## config.mk

```make
export PLATFORM = sky130hd
export DESIGN_NAME = serial_line_editor_echo_top
export DESIGN_NICKNAME = d
export VERILOG_FILES = /design/src/rtl/core/sle_pkg.sv /design/src/rtl/core/sle_ram.sv /design/src/rtl/core/sle_dpath.sv /design/src/rtl/core/sle_ctrl.sv /design/src/rtl/core/serial_line_editor_echo_top.sv
export SDC_FILE = /design/constraint.sdc
export NUM_CORES = 2
export LEC_CHECK = 0
export ABC_AREA = 1
export BUFFER_PORTS_ARGS = -buffer_cell sky130_fd_sc_hd__buf_2
export CORE_UTILIZATION = 40
export CTS_CLUSTER_SIZE = 16
export DETAILED_ROUTE_END_ITERATION = 8
export GPL_ROUTABILITY_DRIVEN = 0
export HOLD_SLACK_MARGIN = 0.03
export SLEW_MARGIN = 30
export SYNTH_ARGS = -nofsm -noshare
export SYNTH_HDL_FRONTEND = slang
export SYNTH_SLANG_ARGS = --single-unit
```

## constraint.sdc

```tcl
create_clock -name aclk -period 13.4 [get_ports aclk]
set_clock_uncertainty 0.05 [all_clocks]
set_input_delay 2.01 -clock aclk [delete_from_list [all_inputs] [get_ports aclk]]
set_output_delay 2.01 -clock aclk [all_outputs]
set_load 0.02 [all_outputs]
```

## src/rtl/core/sle_pkg.sv

```systemverilog
// Shared definitions for the serial line editor with echo.
// Holds default sizes, character codes, field codes, state and control/status types.
// No dependencies; the other files in rtl/core, apart from sle_ram, refer to it by scoped names.
package sle_pkg;

    // Default sizes of the two byte stores.
    localparam int LINE_DEPTH_DEF = 32;
    localparam int TX_DEPTH_DEF   = 256;

    // Characters handled by the editor.
    localparam logic [7:0] CHAR_LF    = 8'h0A;
    localparam logic [7:0] CHAR_CR    = 8'h0D;
    localparam logic [7:0] CHAR_BS    = 8'h08;
    localparam logic [7:0] CHAR_DEL   = 8'h7F;
    localparam logic [7:0] CHAR_CARET = 8'h5E;

    // Input transaction kinds.
    localparam logic [1:0] KIND_RX      = 2'd0;
    localparam logic [1:0] KIND_TX_DONE = 2'd1;
    localparam logic [1:0] KIND_HOST    = 2'd2;

    // Result kinds.
    localparam logic [1:0] RK_TX   = 2'd0;
    localparam logic [1:0] RK_LINE = 2'd1;
    localparam logic [1:0] RK_END  = 2'd2;

    typedef enum logic [3:0] {
        ST_IDLE,
        ST_DECODE,
        ST_QUEUE,
        ST_QUEUE_CR,
        ST_QUEUE_LF,
        ST_TX_CHECK,
        ST_LINE_READ,
        ST_LINE_CHECK
    } ctrl_state_t;

    // Source of the byte that is queued for transmission or emitted.
    typedef enum logic [2:0] {
        SEL_INPUT,
        SEL_CR,
        SEL_LF,
        SEL_BS,
        SEL_CARET,
        SEL_TX_RD,
        SEL_LINE_RD,
        SEL_ZERO
    } byte_sel_t;

    typedef struct packed {
        logic       in_load;
        logic       line_push;
        logic       line_pop;
        logic       line_start;
        logic       line_next;
        logic       tx_push;
        logic       tx_advance;
        logic       tx_clear;
        logic       emit;
        logic [1:0] emit_kind;
        logic       emit_last;
        byte_sel_t  byte_sel;
    } ctrl_cmd_t;

    typedef struct packed {
        logic [1:0] in_kind;
        logic       is_eol;
        logic       is_bs;
        logic       line_empty;
        logic       line_full;
        logic       echo;
        logic       tx_full;
        logic       tx_empty;
        logic       out_free;
        logic       tx_data_ok;
        logic       line_data_ok;
    } dp_status_t;

endpackage

```

## src/rtl/core/sle_ram.sv

```systemverilog
// Generic simple dual-port RAM: one write port, one read port with registered read data.
// Used for the line store and the transmit store. No dependencies.
module sle_ram #(
    parameter int WIDTH = 8,
    parameter int DEPTH = 32
) (
    input  logic                     aclk,
    input  logic                     wr_en,
    input  logic [$clog2(DEPTH)-1:0] wr_addr,
    input  logic [WIDTH-1:0]         wr_data,
    input  logic [$clog2(DEPTH)-1:0] rd_addr,
    output logic [WIDTH-1:0]         rd_data
);

    logic [WIDTH-1:0] mem_reg [DEPTH];
    logic [WIDTH-1:0] rd_data_reg;

    always_ff @(posedge aclk) begin
        if (wr_en) begin
            mem_reg[wr_addr] <= wr_data;
        end
        rd_data_reg <= mem_reg[rd_addr];
    end

    assign rd_data = rd_data_reg;

endmodule

```

## src/rtl/core/sle_dpath.sv

```systemverilog
// Datapath of the serial line editor: input holding registers, line and transmit
// stores with their counters, the echo register and the result output register.
// Depends on sle_pkg and sle_ram.
module sle_dpath #(
    parameter int LINE_DEPTH = sle_pkg::LINE_DEPTH_DEF,
    parameter int TX_DEPTH   = sle_pkg::TX_DEPTH_DEF
) (
    input  logic                   aclk,
    input  logic                   aresetn,
    input  logic [1:0]             s_kind,
    input  logic [7:0]             s_data_byte,
    input  logic                   cfg_valid,
    input  logic                   cfg_data,
    input  logic                   m_ready,
    output logic                   m_valid,
    output logic [1:0]             m_result_kind,
    output logic [7:0]             m_out_byte,
    output logic                   m_last,
    input  sle_pkg::ctrl_cmd_t     cmd,
    output sle_pkg::dp_status_t    sts
);

    localparam int LW  = $clog2(LINE_DEPTH);
    localparam int TAW = $clog2(TX_DEPTH);
    localparam int TCW = $clog2(TX_DEPTH + 1);

    logic [1:0]   in_kind_reg, in_kind_next;
    logic [7:0]   in_byte_reg, in_byte_next;
    logic [LW-1:0] line_len_reg, line_len_next;
    logic [LW-1:0] emit_len_reg, emit_len_next;
    logic [LW-1:0] idx_reg, idx_next;
    logic [TCW-1:0] tx_count_reg, tx_count_next;
    logic [TCW-1:0] tx_pos_reg, tx_pos_next;
    logic         echo_reg, echo_next;
    logic         out_valid_reg, out_valid_next;
    logic [1:0]   out_kind_reg, out_kind_next;
    logic [7:0]   out_byte_reg, out_byte_next;
    logic         out_last_reg, out_last_next;

    logic [7:0]   line_rdata;
    logic [7:0]   tx_rdata;
    logic [7:0]   sel_byte;
    logic         tx_empty;

    sle_ram #(
        .WIDTH (8),
        .DEPTH (LINE_DEPTH)
    ) u_line_ram (
        .aclk    (aclk),
        .wr_en   (cmd.line_push),
        .wr_addr (line_len_reg),
        .wr_data (in_byte_reg),
        .rd_addr (idx_reg),
        .rd_data (line_rdata)
    );

    sle_ram #(
        .WIDTH (8),
        .DEPTH (TX_DEPTH)
    ) u_tx_ram (
        .aclk    (aclk),
        .wr_en   (cmd.tx_push),
        .wr_addr (tx_count_reg[TAW-1:0]),
        .wr_data (sel_byte),
        .rd_addr (tx_pos_reg[TAW-1:0]),
        .rd_data (tx_rdata)
    );

    always_comb begin
        unique case (cmd.byte_sel)
            sle_pkg::SEL_INPUT:   sel_byte = in_byte_reg;
            sle_pkg::SEL_CR:      sel_byte = sle_pkg::CHAR_CR;
            sle_pkg::SEL_LF:      sel_byte = sle_pkg::CHAR_LF;
            sle_pkg::SEL_BS:      sel_byte = sle_pkg::CHAR_BS;
            sle_pkg::SEL_CARET:   sel_byte = sle_pkg::CHAR_CARET;
            sle_pkg::SEL_TX_RD:   sel_byte = tx_rdata;
            sle_pkg::SEL_LINE_RD: sel_byte = line_rdata;
            sle_pkg::SEL_ZERO:    sel_byte = 8'h00;
            default:              sel_byte = 8'h00;
        endcase
    end

    assign tx_empty = (tx_count_reg == '0);

    always_comb begin
        sts.in_kind      = in_kind_reg;
        sts.is_eol       = (in_byte_reg == sle_pkg::CHAR_CR) || (in_byte_reg == sle_pkg::CHAR_LF);
        sts.is_bs        = (in_byte_reg == sle_pkg::CHAR_BS) || (in_byte_reg == sle_pkg::CHAR_DEL);
        sts.line_empty   = (line_len_reg == '0);
        sts.line_full    = (line_len_reg == LW'(LINE_DEPTH - 1));
        sts.echo         = echo_reg;
        sts.tx_full      = (tx_count_reg == TCW'(TX_DEPTH));
        sts.tx_empty     = tx_empty;
        sts.out_free     = !out_valid_reg || m_ready;
        // A queued zero byte stops transmission just as an exhausted buffer does.
        sts.tx_data_ok   = (tx_pos_reg < tx_count_reg) && (tx_rdata != 8'h00);
        sts.line_data_ok = (idx_reg < emit_len_reg) && (line_rdata != 8'h00);
    end

    always_comb begin
        in_kind_next   = in_kind_reg;
        in_byte_next   = in_byte_reg;
        line_len_next  = line_len_reg;
        emit_len_next  = emit_len_reg;
        idx_next       = idx_reg;
        tx_count_next  = tx_count_reg;
        tx_pos_next    = tx_pos_reg;
        echo_next      = echo_reg;
        out_valid_next = out_valid_reg;
        out_kind_next  = out_kind_reg;
        out_byte_next  = out_byte_reg;
        out_last_next  = out_last_reg;

        if (cmd.in_load) begin
            in_kind_next = s_kind;
            in_byte_next = s_data_byte;
        end

        if (cmd.line_start) begin
            emit_len_next = line_len_reg;
            line_len_next = '0;
            idx_next      = '0;
        end
        if (cmd.line_push) begin
            line_len_next = line_len_reg + LW'(1);
        end
        if (cmd.line_pop) begin
            line_len_next = line_len_reg - LW'(1);
        end
        if (cmd.line_next) begin
            idx_next = idx_reg + LW'(1);
        end

        if (cmd.tx_clear) begin
            tx_count_next = '0;
            tx_pos_next   = '0;
        end
        if (cmd.tx_push) begin
            tx_count_next = tx_count_reg + TCW'(1);
            // The first byte into an idle link goes out at once.
            if (tx_empty) begin
                tx_pos_next = TCW'(1);
            end
        end
        if (cmd.tx_advance) begin
            tx_pos_next = tx_pos_reg + TCW'(1);
        end

        if (cfg_valid) begin
            echo_next = cfg_data;
        end

        if (cmd.emit) begin
            out_valid_next = 1'b1;
            out_kind_next  = cmd.emit_kind;
            out_byte_next  = sel_byte;
            out_last_next  = cmd.emit_last;
        end else if (m_ready) begin
            out_valid_next = 1'b0;
        end
    end

    always_ff @(posedge aclk) begin
        if (!aresetn) begin
            line_len_reg  <= '0;
            tx_count_reg  <= '0;
            tx_pos_reg    <= '0;
            echo_reg      <= 1'b0;
            out_valid_reg <= 1'b0;
        end else begin
            line_len_reg  <= line_len_next;
            tx_count_reg  <= tx_count_next;
            tx_pos_reg    <= tx_pos_next;
            echo_reg      <= echo_next;
            out_valid_reg <= out_valid_next;
        end
        in_kind_reg  <= in_kind_next;
        in_byte_reg  <= in_byte_next;
        emit_len_reg <= emit_len_next;
        idx_reg      <= idx_next;
        out_kind_reg <= out_kind_next;
        out_byte_reg <= out_byte_next;
        out_last_reg <= out_last_next;
    end

    assign m_valid       = out_valid_reg;
    assign m_result_kind = out_kind_reg;
    assign m_out_byte    = out_byte_reg;
    assign m_last        = out_last_reg;

endmodule

```

## src/rtl/core/sle_ctrl.sv

```systemverilog
// Controller state machine of the serial line editor.
// Sequences each input transaction into datapath commands; depends on sle_pkg.
module sle_ctrl (
    input  logic                aclk,
    input  logic                aresetn,
    input  logic                s_valid,
    output logic                s_ready,
    input  sle_pkg::dp_status_t sts,
    output sle_pkg::ctrl_cmd_t  cmd
);

    sle_pkg::ctrl_state_t state_reg, state_next;
    sle_pkg::byte_sel_t   sel_reg, sel_next;
    logic                 q_emit;
    logic                 q_go;

    always_ff @(posedge aclk) begin
        if (!aresetn) begin
            state_reg <= sle_pkg::ST_IDLE;
        end else begin
            state_reg <= state_next;
        end
        sel_reg <= sel_next;
    end

    // Queueing into an empty transmit store also sends the byte, so it needs the
    // output register; otherwise the step never waits.
    assign q_emit = sts.tx_empty;
    assign q_go   = !q_emit || sts.out_free;

    always_comb begin
        state_next    = state_reg;
        sel_next      = sel_reg;
        cmd           = '0;
        cmd.byte_sel  = sel_reg;
        cmd.emit_kind = sle_pkg::RK_TX;
        s_ready       = 1'b0;

        unique case (state_reg)
            sle_pkg::ST_IDLE: begin
                s_ready = 1'b1;
                if (s_valid) begin
                    cmd.in_load = 1'b1;
                    state_next  = sle_pkg::ST_DECODE;
                end
            end

            sle_pkg::ST_DECODE: begin
                priority if (sts.in_kind == sle_pkg::KIND_HOST) begin
                    sel_next   = sle_pkg::SEL_INPUT;
                    state_next = sle_pkg::ST_QUEUE;
                end else if (sts.in_kind == sle_pkg::KIND_TX_DONE) begin
                    state_next = sle_pkg::ST_TX_CHECK;
                end else if (sts.in_kind == sle_pkg::KIND_RX) begin
                    priority if (sts.is_eol) begin
                        cmd.line_start = 1'b1;
                        state_next = sts.echo ? sle_pkg::ST_QUEUE_CR : sle_pkg::ST_LINE_READ;
                    end else if (sts.is_bs) begin
                        state_next = sle_pkg::ST_IDLE;
                        if (!sts.line_empty) begin
                            cmd.line_pop = 1'b1;
                            if (sts.echo) begin
                                sel_next   = sle_pkg::SEL_BS;
                                state_next = sle_pkg::ST_QUEUE;
                            end
                        end
                    end else begin
                        state_next = sle_pkg::ST_IDLE;
                        if (!sts.line_full) begin
                            cmd.line_push = 1'b1;
                            if (sts.echo) begin
                                sel_next   = sle_pkg::SEL_INPUT;
                                state_next = sle_pkg::ST_QUEUE;
                            end
                        end else if (sts.echo) begin
                            sel_next   = sle_pkg::SEL_CARET;
                            state_next = sle_pkg::ST_QUEUE;
                        end
                    end
                end else begin
                    state_next = sle_pkg::ST_IDLE;
                end
            end

            sle_pkg::ST_QUEUE: begin
                cmd.emit_last = 1'b1;
                if (q_go) begin
                    cmd.tx_push = !sts.tx_full;
                    cmd.emit    = q_emit;
                    state_next  = sle_pkg::ST_IDLE;
                end
            end

            sle_pkg::ST_QUEUE_CR: begin
                cmd.byte_sel = sle_pkg::SEL_CR;
                if (q_go) begin
                    cmd.tx_push = !sts.tx_full;
                    cmd.emit    = q_emit;
                    state_next  = sle_pkg::ST_QUEUE_LF;
                end
            end

            sle_pkg::ST_QUEUE_LF: begin
                cmd.byte_sel = sle_pkg::SEL_LF;
                if (q_go) begin
                    cmd.tx_push = !sts.tx_full;
                    cmd.emit    = q_emit;
                    state_next  = sle_pkg::ST_LINE_READ;
                end
            end

            sle_pkg::ST_TX_CHECK: begin
                cmd.byte_sel  = sle_pkg::SEL_TX_RD;
                cmd.emit_last = 1'b1;
                if (sts.tx_data_ok) begin
                    if (sts.out_free) begin
                        cmd.emit       = 1'b1;
                        cmd.tx_advance = 1'b1;
                        state_next     = sle_pkg::ST_IDLE;
                    end
                end else begin
                    cmd.tx_clear = 1'b1;
                    state_next   = sle_pkg::ST_IDLE;
                end
            end

            sle_pkg::ST_LINE_READ: begin
                state_next = sle_pkg::ST_LINE_CHECK;
            end

            sle_pkg::ST_LINE_CHECK: begin
                if (sts.out_free) begin
                    cmd.emit = 1'b1;
                    if (sts.line_data_ok) begin
                        cmd.byte_sel  = sle_pkg::SEL_LINE_RD;
                        cmd.emit_kind = sle_pkg::RK_LINE;
                        cmd.line_next = 1'b1;
                        state_next    = sle_pkg::ST_LINE_READ;
                    end else begin
                        cmd.byte_sel  = sle_pkg::SEL_ZERO;
                        cmd.emit_kind = sle_pkg::RK_END;
                        cmd.emit_last = 1'b1;
                        state_next    = sle_pkg::ST_IDLE;
                    end
                end
            end

            default: begin
                state_next = sle_pkg::ST_IDLE;
            end
        endcase
    end

endmodule

```

## src/rtl/core/serial_line_editor_echo_top.sv

```systemverilog
// Top level of the serial line editor with echo and transmit buffer.
// Joins the controller (sle_ctrl) and the datapath (sle_dpath); depends on sle_pkg.
//
// Usage:
//   Input channel s_*: one transaction per event - a received byte, a transmit-done
//   from the serial link, or a host byte to send. Result channel m_*: bytes to
//   transmit, line bytes and the end-of-line marker; m_last flags the final result
//   of an input transaction. cfg_*: writes the echo enable bit; cfg_ready is always
//   high and writes are meant to happen while the block is idle.
//   Sequencing: a new transaction is accepted only once the controller is back in
//   its idle state. A CR or LF reads the stored line out byte by byte; the line
//   store has a registered read port, so each stored byte passes through a read
//   state (ST_LINE_READ) and then a check state (ST_LINE_CHECK) before it is emitted.
//   The output register lets a new transaction be accepted while the last result
//   still waits; if the receiver stalls, the sequence holds at the next result.
//   Reset (aresetn low, synchronous) empties the line and the transmit buffer,
//   marks the link idle, clears echo enable and drops any pending result.
module serial_line_editor_echo_top #(
    parameter int LINE_DEPTH = sle_pkg::LINE_DEPTH_DEF,
    parameter int TX_DEPTH   = sle_pkg::TX_DEPTH_DEF
) (
    input  logic       aclk,
    input  logic       aresetn,
    input  logic       s_valid,
    output logic       s_ready,
    input  logic [1:0] s_kind,
    input  logic [7:0] s_data_byte,
    output logic       m_valid,
    input  logic       m_ready,
    output logic [1:0] m_result_kind,
    output logic [7:0] m_out_byte,
    output logic       m_last,
    input  logic       cfg_valid,
    output logic       cfg_ready,
    input  logic       cfg_data
);

    sle_pkg::ctrl_cmd_t  cmd;
    sle_pkg::dp_status_t sts;

    assign cfg_ready = 1'b1;

    sle_ctrl u_ctrl (
        .aclk    (aclk),
        .aresetn (aresetn),
        .s_valid (s_valid),
        .s_ready (s_ready),
        .sts     (sts),
        .cmd     (cmd)
    );

    sle_dpath #(
        .LINE_DEPTH (LINE_DEPTH),
        .TX_DEPTH   (TX_DEPTH)
    ) u_dpath (
        .aclk          (aclk),
        .aresetn       (aresetn),
        .s_kind        (s_kind),
        .s_data_byte   (s_data_byte),
        .cfg_valid     (cfg_valid),
        .cfg_data      (cfg_data),
        .m_ready       (m_ready),
        .m_valid       (m_valid),
        .m_result_kind (m_result_kind),
        .m_out_byte    (m_out_byte),
        .m_last        (m_last),
        .cmd           (cmd),
        .sts           (sts)
    );

endmodule

```

# --- Word level (Yosys, flattened, before mapping) ---
# Memory sizes are Yosys's and may differ from the RTL's. A register that Yosys moved wholly into a read port is not among the register bits.
# Cells that the tools add are included.
word_totals:
  elab_cells: 154
  ram_bits: 2304
  input_bits: 16
  memories: 2
  regBits: 63
classes:
  n_eq_ne: 31
  reduce_logical: 27
  n_addsub: 5
  muxes: 73
  magnitude_cmp: 2
memory_table:
  columns: ["memory", "depth", "width", "rd", "rd_ports_with_merged_regs", "wr", "line_no", "source"]
  rows:
  - ["u_dpath.u_tx_ram.mem_reg", 256, 8, 1, 1, 1, "sle_ram.sv:15", "logic [WIDTH-1:0] mem_reg [DEPTH];"]
  - ["u_dpath.u_line_ram.mem_reg", 32, 8, 1, 1, 1, "sle_ram.sv:15", null]
op_table:
  columns: ["op", "n"]
  rows:
  - ["$pmux W8 S8", 1]
  - ["$mux W9", 6]
  - ["$mux W4", 13]
  - ["$mux W3", 15]
  - ["$pmux W4 S8", 1]
  - ["$mux W1", 25]
  - ["$eq A8 B4 Y1 const B", 3]
  - ["$mux W5", 4]
  - ["$add A9 B1 Y9 const B", 2]
  - ["$eq A4 B3 Y1 const B", 4]
  - ["$reduce_bool A8 Y1", 2]
  - ["$eq A3 B3 Y1 const B", 4]
  - ["$ne A2 B1 Y1 const B", 6]
  - ["$pmux W3 S4", 1]
  - ["$reduce_and A6 Y1", 2]
  - ["$add A5 B1 Y5 const B", 2]
  - ["$reduce_bool A2 Y1", 5]
  - ["$eq A9 B9 Y1 const B", 1]
  - ["$logic_not A9 Y1", 1]
  - ["$lt A9 B9 Y1", 1]
  - ["$eq A4 B2 Y1 const B", 2]
  - ["$eq A8 B7 Y1 const B", 1]
  - ["$mux W2", 4]
  - ["$mux W7", 1]
  - ["other kinds (24)", 31]

# --- Depth between registers and ports, before layout ---
depth:
  ltp_word: 11
  depth_mapped: 21
  mapped_depth_nobuf: 17

# --- Cells and area by module ---
# A second synthesis with hierarchy kept.
hier_totals:
  hier_cells: 8401
  hier_area_um2: 97852.6
modules_own_cells:
  columns: ["mod", "area_each_um2", "n_inst", "seq_area_each_um2", "cells_per_inst"]
  rows:
  - ["sle_ram at u_dpath.u_tx_ram", 83396.2, 1, 61659.1, 7003]
  - ["sle_ram at u_dpath.u_line_ram", 10786.6, 1, 7847.5, 922]
  - ["sle_dpath", 3051.7, 1, 1431.4, 371]
  - ["sle_ctrl", 606.8, 1, 120.1, 103]
  - ["serial_line_editor_echo_top", 11.3, 1, 0.0, 2]

# --- Worst setup path before layout ---
# No wires, ideal clock.
synth_path:
  path_kind: "input-to-reg"
  start: "in m_ready"
  end: "reg u_dpath.out_byte_reg[3], in the netlist u_dpath.m_out_byte[3], data pin"
  cell_stages: 11
  arrival_ns: 8.999
  slack_ns: 2.949
  path_cell_list: "nor2_1 inv_1 o21ai_0 inv_1 nand2_1 nand2_1 nand2_1 nand2_1 nand3_1 nor2_1 nor2_1"
synth_between:
  elab_chain_len: 5
synth_lines:
  columns: ["item", "line_no", "source"]
  rows:
  - ["start: declaration", "serial_line_editor_echo_top.sv:29", "input logic m_ready,"]
  - ["$logic_or A1 B1 Y1 *", "sle_dpath.sv:94", "sts.out_free = !out_valid_reg || m_ready;"]
  - ["$mux W7 *", "sle_ctrl.sv:132", "if (sts.out_free) begin"]
  - ["$pmux W3 S4 *", "sle_ctrl.sv:39", "unique case (state_reg)"]
  - ["$eq A3 B3 Y1 (tied with other cells)", "sle_dpath.sv:70", "unique case (cmd.byte_sel)"]
  - ["$pmux W8 S8 *", "sle_dpath.sv:70", null]
  - ["net u_dpath.sel_byte[3]", "sle_dpath.sv:42", "logic [7:0] sel_byte;"]
  - ["end signal: assignment", "sle_dpath.sv:182", "out_byte_reg <= out_byte_next;"]
  - ["end: declaration", "sle_dpath.sv:37", "logic [7:0] out_byte_reg, out_byte_next;"]
# The timed path passes the listed nets; every way through them passes the cells marked *.
# A chain may end at the register's enable or synchronous reset.

# --- Worst setup path after layout ---
layout_path:
  start: "in m_ready"
  end: "mem u_dpath.u_tx_ram.mem_reg[93][4], data pin"
layout_between:
  elab_chain_len: 5
layout_lines:
  columns: ["item", "line_no"]
  rows:
  - ["$logic_or A1 B1 Y1 *", "sle_dpath.sv:94"]
  - ["$mux W7 *", "sle_ctrl.sv:132"]
  - ["$pmux W3 S4 *", "sle_ctrl.sv:39"]
  - ["$eq A3 B3 Y1 (tied with other cells)", "sle_dpath.sv:70"]
  - ["$pmux W8 S8 *", "sle_dpath.sv:70"]
  - ["net u_dpath.sel_byte[4]", "sle_dpath.sv:42"]
  - ["end: declaration", "sle_ram.sv:15"]
# Marked as above.

==> results.sh <==
export IMPL_switching_share_pct=32.2
export IMPL_finalWirelength_mm=264
export IMPL_fillerInstances=22800
export IMPL_hold_viol=0
export IMPL_start_util_pct=40.4
export IMPL_synth_area_leaders="edfxtp_1 70%, nand2_1 9.2%, nor2_1 5.3%, nand3_1 3.4%, o21ai_0 3.0%"
export IMPL_peakVddDrop_mv=0.268
export IMPL_area_delta_synth_final_pct=10.4
export IMPL_setup_viol=0
export IMPL_cts_root_buf="clkbuf_16"
export IMPL_power_frac_comb_pct=22.5
export IMPL_min_period_over_period_pct=41.2
export IMPL_crit_fanout=93
export IMPL_final_cells=12700
export IMPL_layout_cells_most_common="nand2_1"
export IMPL_dr_first_iter_drc_count=7157
export IMPL_dp_cells=12200
export IMPL_die_area_mm2=0.254
export IMPL_r2r_start="u_dpath.idx_reg[4]"
export IMPL_required_ps=13890
export IMPL_syn_inst=9281
export IMPL_wl_per_cell_um=20.8
export IMPL_synth_area_per_cell_um2=10.8
export IMPL_endpoint_kind="register"
export IMPL_reg2reg_to="u_dpath.u_tx_ram.mem_reg[93][4]"
export IMPL_syn_area_mm2=0.101
export IMPL_hold_depth=2
export IMPL_drt_pre_antenna_iters=6
export IMPL_synth_largest_area_cell="edfxtp_1"
export IMPL_die_y_um=504
export IMPL_ant_nets=0
export IMPL_multi_input_area_mm2=0.0242
export IMPL_most_common_layout_cells="2461 x nand2_1, 2337 x edfxtp_1, 1422 x nor2_1"
export IMPL_grt_pass1_wl_mm=395
export IMPL_ios=30
export IMPL_p_sw_w=0.00671
export IMPL_grt_max_degree=224
export IMPL_power_density_mw_per_mm2=187
export IMPL_r2r_slack_ps=8280
export IMPL_cts_tree="yes"
export IMPL_crit_path_start_kind="primary input"
export IMPL_cp_arrival_ps=6020
export IMPL_drv_cap=0
export IMPL_crit_type="in2reg"
export IMPL_antenna_found_initial=8
export IMPL_cts_resized=0
export IMPL_seq_power_share_pct=45.8
export IMPL_fmax_mhz=181
export IMPL_clock_tree_buffer_depth=3
export IMPL_synthDistinctLibCells=43
export IMPL_slew_violations=0
export IMPL_fp_coreArea_mm2=0.249
export IMPL_seqCellArea_mm2=0.0711
export IMPL_rr_worst_depth=11
export IMPL_viasPerCell=5.21
export IMPL_grt_use_total_pct=20.6
export IMPL_final_nets=9169
export IMPL_clkPwrFrac_pct=31.7
export IMPL_power_leakage_nw=41.3
export IMPL_tightest_slew_ps=1030
export IMPL_cts_hold_buf=0
export IMPL_critPathLaunch="m_ready"
export IMPL_synth_seq_cells=2381
export IMPL_overflow=0
export IMPL_grt_pass1_vias=63100
export IMPL_synth_warnings=0
export IMPL_io_buffer_count=28
export IMPL_synth_top_area_share_pct=69.7
export IMPL_rows=183
export IMPL_setup_worst_path_end="u_dpath.u_tx_ram.mem_reg[93][4]"
export IMPL_clock_latency_ps=890
export IMPL_timing_setup_tns_ps=0
export IMPL_cts_max_level=4
export IMPL_rsz0062_at_grt="false"
export IMPL_vias=66100
export IMPL_status="finished clean"
export IMPL_final_layout_size_suffix_gt1_share_pct=5.70
export IMPL_hp_class="reg2reg"
export IMPL_cts_buffers=239
export IMPL_drcViolationCount=0
export IMPL_cts_setup_buffers=0
export IMPL_hpwl_mm=148
export IMPL_largest_reg_flops=2048
export IMPL_clkSinkCount=2381
export IMPL_die_width_um=504
export IMPL_synth_nets=9321
export IMPL_yosysSeqAreaShare_pct=70.6
export IMPL_relSlewSlack_pct=30.9
export IMPL_period_needed_ps=5530
export IMPL_internal_power_w=0.0141
export IMPL_path_clk_slew_ps=60
cell usage after synthesis, drive strengths merged:
library cell / n
clkinv: 10
conb: 1
clkbuf: 209
nand2: 2465
dfxtp: 44
a2111o: 1
or2: 16
ha: 24
edfxtp: 2337
xnor2: 4
inv: 746
nand3b: 2
nor3: 9
o21a: 2
o22ai: 40
buf: 310
o21bai: 1
nand4: 28
or3: 1
o31ai: 4
o221ai: 26
a221oi: 1
a31oi: 2
nor2: 1432
and2: 1
o21ai: 643
a21oi: 112
nand3: 694
xor2: 9
o211ai: 107
logic make-up (layout without fill, tap and decap cells):
logic type,count (synthesis),after routing,share of synthesized area (%)
other,1,5,0.00373
XOR/XNOR,13,13,0.113
buffers and inverters,1275,1330,5.50
AO/OA/AOI/OAI,939,939,5.12
flip-flops,2381,2381,70.6
AND/OR/NAND/NOR,4648,4648,18.4
adder cells (fa/ha/maj),24,24,0.298
stage by stage:
| stage | instance area [µm²] | util (%) | worst slack [ps] | hold WS, ps | total power, W |
|---|---|---|---|---|---|
| final | 111000 | 44.6 | 7870 | 475 | 0.0208 |
| after global routing | 111000 | 44.6 | 7610 | 501 | 0.0217 |
| after CTS | 111000 | 44.5 | 8010 | 470 | 0.0209 |
| after detailed placement | 103000 | 41.4 | 7050 | 461 | 0.0144 |
| after global placement | 103000 | 41.4 | 6680 | 449 | 0.0143 |
| after floorplan | 101000 | - | 2950 | 356 | 0.0130 |
how the worst min path moves through the flow:
stage	to	start
2_1_floorplan	u_dpath.emit_len_reg[3]	u_dpath.line_len_reg[3]
3_3_place_gp	u_dpath.tx_count_reg[7]	u_dpath.tx_count_reg[7]
3_5_place_dp	u_dpath.tx_count_reg[7]	u_dpath.tx_count_reg[7]
4_1_cts	u_dpath.tx_count_reg[7]	u_dpath.tx_count_reg[7]
5_1_grt	u_dpath.tx_count_reg[5]	u_dpath.tx_count_reg[5]
6_report	u_dpath.tx_count_reg[7]	u_dpath.tx_count_reg[7]
final cells by class:
cell class	instances	area share, %
Timing Repair Buffer	126	0.974
Tap cell	3330	3.75
Inverter	756	2.61
Clock inverter	165	1.45
Clock buffer	283	5.54
Multi-Input combinational cell	5625	21.7
Sequential cell	2381	63.9
Antenna cell	4	0.00900
routing by layer:
| layer | share of wire (%) | global-route usage [%] |
|---|---|---|
| met5 | 0 | 0 |
| met4 | 3.1 | 6.89 |
| met3 | 7.5 | 2.87 |
| met2 | 46 | 33.1 |
| met1 | 43 | 28.8 |
power groups by stage:
stage | sequential (W) | combinational [W] | clock (W)
after floorplan | 0.00999 | 0.00298 | 0
after global placement | 0.00970 | 0.00456 | 0
after detailed placement | 0.00970 | 0.00466 | 0
after CTS | 0.00954 | 0.00467 | 0.00669
after global routing | 0.00954 | 0.00517 | 0.00698
final | 0.00954 | 0.00468 | 0.00660
worst max-delay path, stage by stage:
cell and delay (ps):
buf_2 120, nor2_1 330, inv_1 210, o21ai_0 280
inv_1 80, nand2_1 80, nand2_1 70, nand2_1 130
nand2_1 120, nand3_1 100, o21ai_0 260, inv_8 550
buf_6 710, buf_4 790
(Power assumes the default switching activity.)
